$ cat config.mk
export PLATFORM = sky130hd
export DESIGN_NAME = vmac_ram
export DESIGN_NICKNAME = d
export VERILOG_FILES = /design/src/rtl/vmac_ram.sv
export SDC_FILE = /design/constraint.sdc
export NUM_CORES = 1
export LEC_CHECK = 0
export ABC_AREA = 1
export BUFFER_PORTS_ARGS = -buffer_cell sky130_fd_sc_hd__buf_2
export CORE_MARGIN = 1.5
export CORE_UTILIZATION = 32
export DETAILED_ROUTE_END_ITERATION = 6
export MAX_ROUTING_LAYER = met4
export SLEW_MARGIN = 10
export SYNTH_ARGS = -nofsm -noshare
export SYNTH_HDL_FRONTEND = slang
export SYNTH_SLANG_ARGS = --single-unit
$ cat constraint.sdc
create_clock -name clock -period 3.4 [get_ports clock]
set_input_delay 0.34 -clock clock [delete_from_list [all_inputs] [get_ports clock]]
set_output_delay 0.34 -clock clock [all_outputs]
set_load 0.03 [all_outputs]
$ cat src/rtl/vmac_ram.sv
module vmac_ram #(
   parameter int WIDTH = 16,
   parameter int DEPTH = 32
) (
   input  logic                     clock,
   input  logic                     wr_en,
   input  logic [$clog2(DEPTH)-1:0] wr_addr,
   input  logic [WIDTH-1:0]         wr_data,
   input  logic [$clog2(DEPTH)-1:0] rd_addr_a,
   output logic [WIDTH-1:0]         rd_data_a,
   input  logic [$clog2(DEPTH)-1:0] rd_addr_b,
   output logic [WIDTH-1:0]         rd_data_b
);

   logic [WIDTH-1:0] mem [DEPTH];

   always_ff @(posedge clock) begin
      if (wr_en) begin
         mem[wr_addr] <= wr_data;
      end
      rd_data_a <= mem[rd_addr_a];
      rd_data_b <= mem[rd_addr_b];
   end

endmodule

==> results of run 1 <==
registers in the layout (all words and copies together) (netlist names):
signal,cells
mem,512
rd_data_b,16
rd_data_a,16
through the flow:
stage	utilization, %	worst slack, ns
2_1_floorplan	-	1.68
3_3_place_gp	33.6	0.950
3_5_place_dp	33.6	0.944
4_1_cts	35.9	1.55
5_1_grt	35.9	1.41
6_report	35.9	1.51
logic make-up after synthesis:
group	synth area share [%]
buf+inv	6.07
simple gates	34.8
flops	59.1
power groups by stage:
stage	Combinational [mW]	Sequential, mW	Clock (mW)
3_3_place_gp	1.63	7.68	0
5_1_grt	1.80	7.54	6.68
2_1_floorplan	0.990	7.72	0
6_report	1.67	7.54	6.36
4_1_cts	1.64	7.54	6.42
3_5_place_dp	1.64	7.68	0
layout make-up:
type	count	share of cell area, %
clock buffers	84	5.35
multi-input cells	2252	31.7
repair buffers	142	3.78
flip-flops and latches	544	53.3
diodes	4	0.0333
clock inverters	21	0.858
inverters	15	0.254
well taps	1134	4.72
per-layer routing:
layer | vias up | part of all wire (%) | routed length (um)
met3 | 196 | 11 | 10300
met2 | 1252 | 44 | 40800
met4 | 0 | 2.6 | 2390
li1 | 10200 | - | -
met1 | 10700 | 42 | 39500
met5 | - | 0 | 0
worst min path at each step:
stage / to
2_1_floorplan: mem[0][0]
3_3_place_gp: rd_data_a[4]
3_5_place_dp: rd_data_a[4]
4_1_cts: rd_data_a[14]
5_1_grt: rd_data_b[10]
6_report: mem[29][2]
worst register-to-register path: cells and delay by family, from the launching register on:
family | cells | cell delay, ns
flops | 1 | 0.40
simple gates | 8 | 0.89
layout by cell type, fill, tap and decap left out, types with 12 or more instances in the layout:
master     count
edfxtp_1     512
buf_2         58
nor2_2        32
nand2_1     1440
clkbuf_16     57
buf_12        16
nand3_1      780
dfxtp_1       32
clkbuf_1      19
buf_4         66
clkinv_2      12
==> results by group, run 1 <==
Drt
  – DR WL/cell: 22.2 um
  – Initial drt markers: 2,950
  – Via count: 22,400
  – Residual DRC: 0
  – Routed Antenna Nets: 0
  – Drt total wl: 93,000 um
  – DR vias/cell: 5.34
  – Initial DRT Pass Iterations: 6

STA
  – Fin. Hold Viols: 0
  – Actual slew at the worst max-slew pin: 1.04 ns
  – Hold WS: 0.256 ns
  – Clock Skew: 0.0402 ns
  – Fmax: 529 MHz
  – Slew margin rel.: 30.7%
  – RSZ-0062 raised after global routing: no
  – Setup TNS: 0 ns
  – Pins Over Slew Limit: 0
  – Period minus WS final: 1.89 ns
  – Final Setup Violations: 0
  – Final period util: 55.6%

Critical path
  – Startpoint types: flip-flop
  – Stages on the worst setup path: 1
  – Arrival time worst endpoint: 1.55 ns
  – CP max-delay cell: dfxtp_1
  – Crit path to: rd_data_b[11]
  – Crit-path leading delay family: flip-flops
  – Buf/Inv on CP: 1
  – Crit path cell chain: buf_2
  – Worst Setup Path Type: reg2out
  – Worst reg2reg path endpoint: rd_data_b[15]
  – CP endpoint kind: output port
  – Worst EP required: 3.06 ns
  – Reg2Reg Depth: 8
  – CP startpoint: rd_data_b[11]
  – Crit-path max cell delay: 0.61 ns
  – RR Startpoint: mem[3][15]
  – Critical-path maximum fanout: 1
  – Flop2flop setup slack: 1.96 ns

Floorplanning
  – FP Rows: 106
  – IO Pins: 65
  – Core area: 83,700 um2
  – Initial Utilization: 32.4%
  – Die area: 86,400 um2
  – Die width: 294 um
  – Die Y: 294 um

Global routing
  – Global route total overflow: 0
  – First-pass GRT wire length: 137,000 um
  – GR Layer Usage met3: 4.27%
  – Vias in the first global route: 20,800
  – Met2 usage: 31.9%
  – Initial antenna violation count: 4
  – Largest net degree at the start of global routing: 152
  – Routing usage on met1: 30.5%
  – Gr busiest metal: met2
  – Gr usage total: 21.8%

Power and ir drop
  – Power Dens Cells: 518 nW/um2
  – P_int: 11.5 mW
  – Clock group share of total power: 40.9%
  – Leakage Power: 11.9 nW
  – Design Power: 15.6 mW
  – Sw Share: 26.0%
  – Sequential Power Share: 48.4%
  – Combinational share of power: 10.7%
  – Worst VDD drop: 376 uV
  – Psw: 4.05 mW

Placed design
  – Post-DP Area: 28,200 um2
  – # port buffers: 64
  – Placer Congestion: 0.869
  – Dpl hpwl: 52,100 um
  – Placed cells: 4,087

Finish
  – Fraction of layout cells with a size suffix above 1: 8.63%
  – Fin cells: 4,196
  – Layout Nets: 3,044
  – Register area: 16,000 um2
  – Area Overhead vs Synth: 10.9%
  – Fill cell count: 8,408
  – Area of the multi-input gates: 9510 um2
  – Finished Cell Area: 30,000 um2

Logic synthesis
  – Share of the synthesized area in the top cell type: 56.8%
  – Post-synth top area cell: edfxtp_1
  – Ys async rst share: 0%
  – Syn_nets: 3,060
  – FF+latch count, synth: 544
  – Post-synth top flop: edfxtp_1
  – Seq/Total Area, Yosys: 59.1%
  – Gate Count Post-Synth: 3,027
  – Post-synthesis instance area: 27,100 um2
  – Synth top area cells: edfxtp_1 (57%), nand2_1 (20%), nand3_1 (14%)
  – Netlist cell types: 15
  – Yosys warns: 0
  – Most numerous cell in the Yosys netlist: nand2_1
  – Synth top cells by count: nand2_1 (1,440), nand3_1 (780), edfxtp_1 (512), buf_2 (65), buf_6 (61)
  – Mean post-synth cell area: 8.95 um2
  – Post-synth EDFFs: 512

Run status
  – Status: completed

CTS
  – CTS buffer count: 56
  – Post-cts resize count: 0
  – Postcts setup bufs: 0
  – CTS clk-pin slew, worst paths: 0.06 ns
  – CTS tree: built
  – Clock Latency Late Sink: 0.64 ns
  – CTS sink cnt: 544
  – Htree depth: 2
  – Clock Root Buffer: clkbuf_16
  – Post-CTS Hold Fix Bufs: 0
  – Max clock buf depth: 3

Worst hold path
  – Hold/Removal Path Class: in2reg
  – Hold_sp: wr_data[2]
  – Hold Path Depth: 1

Job
  – Max Cap Viol: 0
(Power assumes the default switching activity.)
==> run 2, diff against run 1 <==
- clock period: 3.4 -> 1.8 ns (I/O delays scaled with it)
==> results by group, run 2 (synthesized netlist as in run 1, its figures left out) <==
Placed design
  – Dpl hpwl: 58,100 um
  – Placer Congestion: 0.898
  – Placed cells: 4,171
  – # port buffers: 64

Floorplanning
  – Die Y: 294 um
  – Initial Utilization: 32.4%
  – Die width: 294 um
  – IO Pins: 65
  – Die area: 86,400 um2
  – Core area: 83,700 um2
  – FP Rows: 106

Finish
  – Fraction of layout cells with a size suffix above 1: 11.1%
  – Most frequent cells in the layout: nand2_1 (1,440), nand3_1 (780), edfxtp_1 (512), buf_4 (95), buf_12 (71)
  – Top flop regs: mem (512), rd_data_a (16), rd_data_b (16)
  – Fin cells: 4,276
  – Fill cell count: 8,318
  – Utilization after layout: 37.4%
  – Area Overhead vs Synth: 15.4%
  – Max FFs per register: 512
  – Largest register by flop count: mem
  – Layout Nets: 3,128
  – Most common cell after layout, fill and taps aside: nand2_1

CTS
  – CTS clk-pin slew, worst paths: 0.06 ns
  – Postcts setup bufs: 0
  – Max clock buf depth: 3
  – Clock Latency Late Sink: 0.62 ns
  – Htree depth: 2
  – CTS buffer count: 56
  – Post-CTS Hold Fix Bufs: 0
  – Post-cts resize count: 0
  – Clock Root Buffer: clkbuf_16
  – CTS sink cnt: 544
  – CTS tree: built

Global routing
  – Gr usage total: 22.1%
  – Initial antenna violation count: 4
  – Global route total overflow: 0
  – First-pass GRT wire length: 138,000 um
  – Vias in the first global route: 21,100
  – Largest net degree at the start of global routing: 82

STA
  – Setup TNS: 0 ns
  – Actual slew at the worst max-slew pin: 0.726 ns
  – Slew margin rel.: 51.6%
  – RSZ-0062 raised after global routing: no
  – Pins Over Slew Limit: 0
  – Clock Skew: 0.0127 ns
  – Final period util: 93.8%
  – Period minus WS final: 1.69 ns
  – Final Setup Violations: 0
  – Fin. Hold Viols: 0
  – Fmax: 592 MHz

Critical path
  – CP endpoint kind: output port
  – Worst Setup Path Type: reg2out
  – Startpoint types: flip-flop
  – Flop2flop setup slack: 0.37 ns
  – Buf/Inv on CP: 1
  – Arrival time worst endpoint: 1.51 ns
  – Worst EP required: 1.62 ns
  – CP max-delay cell: dfxtp_1
  – Crit-path max cell delay: 0.60 ns
  – Crit path cell chain: buf_2
  – Crit-path leading delay family: flip-flops
  – Critical-path maximum fanout: 1

Run status
  – Status: completed

Worst hold path
  – Hold/Removal Path Class: in2reg

Drt
  – DR vias/cell: 5.28
  – Detail Route met3 WL: 10,400 um
  – Drt total wl: 94,100 um
  – DR WL/cell: 22.0 um
  – Initial drt markers: 2,665
  – Initial DRT Pass Iterations: 6
  – Max Used Layer: met4
  – Met2 WL: 41,500 um
  – WL met1: 39,400 um
  – Via count: 22,600
  – Routed Antenna Nets: 0
  – Residual DRC: 0

Power and ir drop
  – Worst VDD drop: 677 uV
  – Design Power: 29.1 mW
  – Leakage Power: 12.5 nW
  – Power Dens Cells: 932 nW/um2

Job
  – Max Cap Viol: 0
[run 2: area by class of cell]
type / count / area (um2) / area share, %
Sequential cell: 544 / 16000 / 51.2
Inverter: 15 / 76.3 / 0.244
Clock buffer: 90 / 1690 / 5.40
Multi-Input combinational cell: 2252 / 9510 / 30.4
Clock inverter: 13 / 103 / 0.328
Antenna cell: 2 / 5.00 / 0.0160
Tap cell: 1134 / 1420 / 4.54
Timing Repair Buffer: 226 / 2450 / 7.84
[run 2: where the power goes]
group	switching [mW]	internal [mW]	total [mW]
logic	2.39	1.01	3.41
clock network	4.93	6.53	11.5
registers	0.205	14.1	14.3
total	7.53	21.6	29.1
[run 2: stage by stage]
step / hold slack, ns / cell area [um2] / setup WS, ns
finish: 0.0711 / 31300 / 0.111
global route: 0.0756 / 31300 / 0.0692
CTS: 0.0392 / 31300 / 0.0934
detailed placement: 0.613 / 29500 / 0.0584
global placement: 0.616 / 29500 / 0.0563
floorplan: 0.279 / 27100 / 0.237
[run 2: final timing paths]
kind            startpoint             to  depth (start not counted)
max          rd_data_b[10]  rd_data_b[10]                          1
min           rd_addr_a[4]  rd_data_a[11]                          4
max reg2reg     mem[1][10]  rd_data_b[10]                          8
min reg2reg    mem[18][11]  rd_data_a[11]                          8
[run 2: routing by layer]
metal | vias to the layer above | GRT usage [%]
li1 | 10400 | -
met1 | 10700 | 30.3
met2 | 1261 | 32.7
met3 | 204 | 4.45
met4 | 0 | 6.94
met5 | - | -
==> run 3, diff against run 2 <==
- BUFFER_PORTS_ARGS: -buffer_cell sky130_fd_sc_hd__buf_2 -> -buffer_cell sky130_fd_sc_hd__buf_4
==> results by group, run 3 (synthesized netlist as in run 1, its figures left out) <==
Run status
  – Status: completed

Critical path
  – Crit-path leading delay family: flip-flops
  – Arrival time worst endpoint: 1.48 ns
  – Crit path to: rd_data_b[11]
  – Startpoint types: flip-flop
  – Crit-path max cell delay: 0.60 ns
  – Worst Setup Path Type: reg2out
  – Reg2Reg Depth: 8
  – Critical-path maximum fanout: 1
  – Worst EP required: 1.62 ns
  – Crit path cell chain: buf_4
  – Stages on the worst setup path: 1
  – RR Startpoint: mem[31][5]
  – CP max-delay cell: dfxtp_1
  – Flop2flop setup slack: 0.43 ns
  – CP endpoint kind: output port
  – Worst reg2reg path endpoint: rd_data_a[5]
  – Buf/Inv on CP: 1
  – CP startpoint: rd_data_b[11]

CTS
  – Max clock buf depth: 3
  – Post-cts resize count: 0
  – CTS buffer count: 57
  – Clock Latency Late Sink: 0.64 ns
  – CTS sink cnt: 544
  – CTS clk-pin slew, worst paths: 0.06 ns
  – Clock Root Buffer: clkbuf_16
  – CTS tree: built
  – Htree depth: 2

Placed design
  – # port buffers: 64
  – Placer Congestion: 0.879
  – Dpl hpwl: 58,700 um

Finish
  – Register area: 16,000 um2
  – Fraction of layout cells with a size suffix above 1: 10.9%
  – Utilization after layout: 37.8%
  – Top flop regs: mem (512), rd_data_a (16), rd_data_b (16)
  – Area of the multi-input gates: 9510 um2
  – Most frequent cells in the layout: nand2_1 (1,440), nand3_1 (780), edfxtp_1 (512), buf_4 (154), buf_12 (73)
  – Area Overhead vs Synth: 16.8%
  – Fill cell count: 8,297
  – Largest register by flop count: mem
  – Most common cell after layout, fill and taps aside: nand2_1
  – Max FFs per register: 512
  – Layout Nets: 3,147

Global routing
  – Gr usage total: 22.4%
  – First-pass GRT wire length: 140,000 um
  – Vias in the first global route: 21,500
  – Largest net degree at the start of global routing: 70
  – Initial antenna violation count: 1
  – Global route total overflow: 0

Power and ir drop
  – Power Dens Cells: 935 nW/um2
  – Worst VDD drop: 762 uV
  – Leakage Power: 12.6 nW

STA
  – Clock Skew: 0.0242 ns
  – Slew margin rel.: 66.2%
  – Period minus WS final: 1.66 ns
  – Pins Over Slew Limit: 0
  – RSZ-0062 raised after global routing: no
  – Final period util: 92.0%
  – Setup TNS: 0 ns
  – Actual slew at the worst max-slew pin: 0.507 ns
  – Fin. Hold Viols: 0
  – Fmax: 604 MHz
  – Final Setup Violations: 0

Drt
  – Via count: 23,000
  – Met2 WL: 41,300 um
  – Initial drt markers: 2,933
  – WL met1: 40,700 um
  – DR WL/cell: 22.1 um
  – DR vias/cell: 5.36
  – Max Used Layer: met4
  – Initial DRT Pass Iterations: 6
  – Drt total wl: 95,000 um
  – Detail Route met3 WL: 10,400 um
  – Routed Antenna Nets: 0
  – Residual DRC: 0

Floorplanning
  – IO Pins: 65
  – Die Y: 294 um
  – Die width: 294 um
  – FP Rows: 106
  – Die area: 86,400 um2
  – Core area: 83,700 um2
  – Initial Utilization: 32.4%

Job
  – Max Cap Viol: 0

Worst hold path
  – Hold/Removal Path Class: in2reg
-- run 3: cell count changes in the layout (fill, tap and decap cells not counted), moves of 2 or more --
| cell | delta |
|---|---|
| clkbuf_1 | +3 |
| clkbuf_8 | -13 |
| dlygate4sd3_1 | +15 |
| buf_12 | +2 |
| bufinv_16 | +3 |
| clkinvlp_4 | +3 |
| buf_4 | +59 |
| clkinv_1 | +8 |
| buf_2 | -58 |
| clkbuf_16 | +3 |
-- run 3: area by class of cell --
type                       count  share of cell area [%]
antenna                        3                  0.0237
tap                         1134                    4.48
inverter                      15                   0.241
multi-input combinational   2252                    30.1
clock buffer                  83                    5.05
timing repair buffer         244                    8.83
sequential                   544                    50.6
clock inverter                25                   0.708
-- run 3: report_power, final --
part	switching (mW)	internal [mW]	total, mW
logic	2.44	1.12	3.55
clock network	5.08	6.70	11.8
registers	0.179	14.1	14.2
total	7.70	21.9	29.6
-- run 3: worst min path at each step --
stage                       startpoint  slack [ns]             to  cells past startpoint
final                       wr_data[5]        0.04     mem[31][5]                      1
after global routing        wr_data[5]        0.02     mem[11][5]                      1
after CTS                   wr_data[5]      0.0004     mem[11][5]                      1
after detailed placement  rd_addr_a[4]        0.46  rd_data_a[11]                      4
after global placement    rd_addr_a[4]        0.47  rd_data_a[11]                      4
after floorplan             wr_data[0]        0.28      mem[0][0]                      0
-- run 3: per-layer routing --
layer | vias up | GRT usage, %
met4 | 0 | 7.03
li1 | 10400 | -
met3 | 185 | 3.57
met2 | 1401 | 32.8
met1 | 11000 | 31.7
met5 | - | -
-- run 3: timing repair --
item / CTS / global route
buffers inserted: 0 / 0
hold endpoints to repair: 390 / 0
hold buffers: 15 / 0
-- run 3: metrics by stage --
step / cell area (um2) / instances / setup WS [ns] / hold WS (ns) / power [mW]
finish: 31600 / 4300 / 0.145 / 0.0385 / 29.6
CTS: 31600 / 4297 / 0.173 / 0.000358 / 29.6
global route: 31600 / 4297 / 0.171 / 0.0216 / 30.5
global placement: 29700 / 4174 / 0.0388 / 0.469 / 18.0
detailed placement: 29700 / 4174 / 0.0386 / 0.461 / 18.0
floorplan: 27100 / 3027 / 0.237 / 0.279 / 16.5
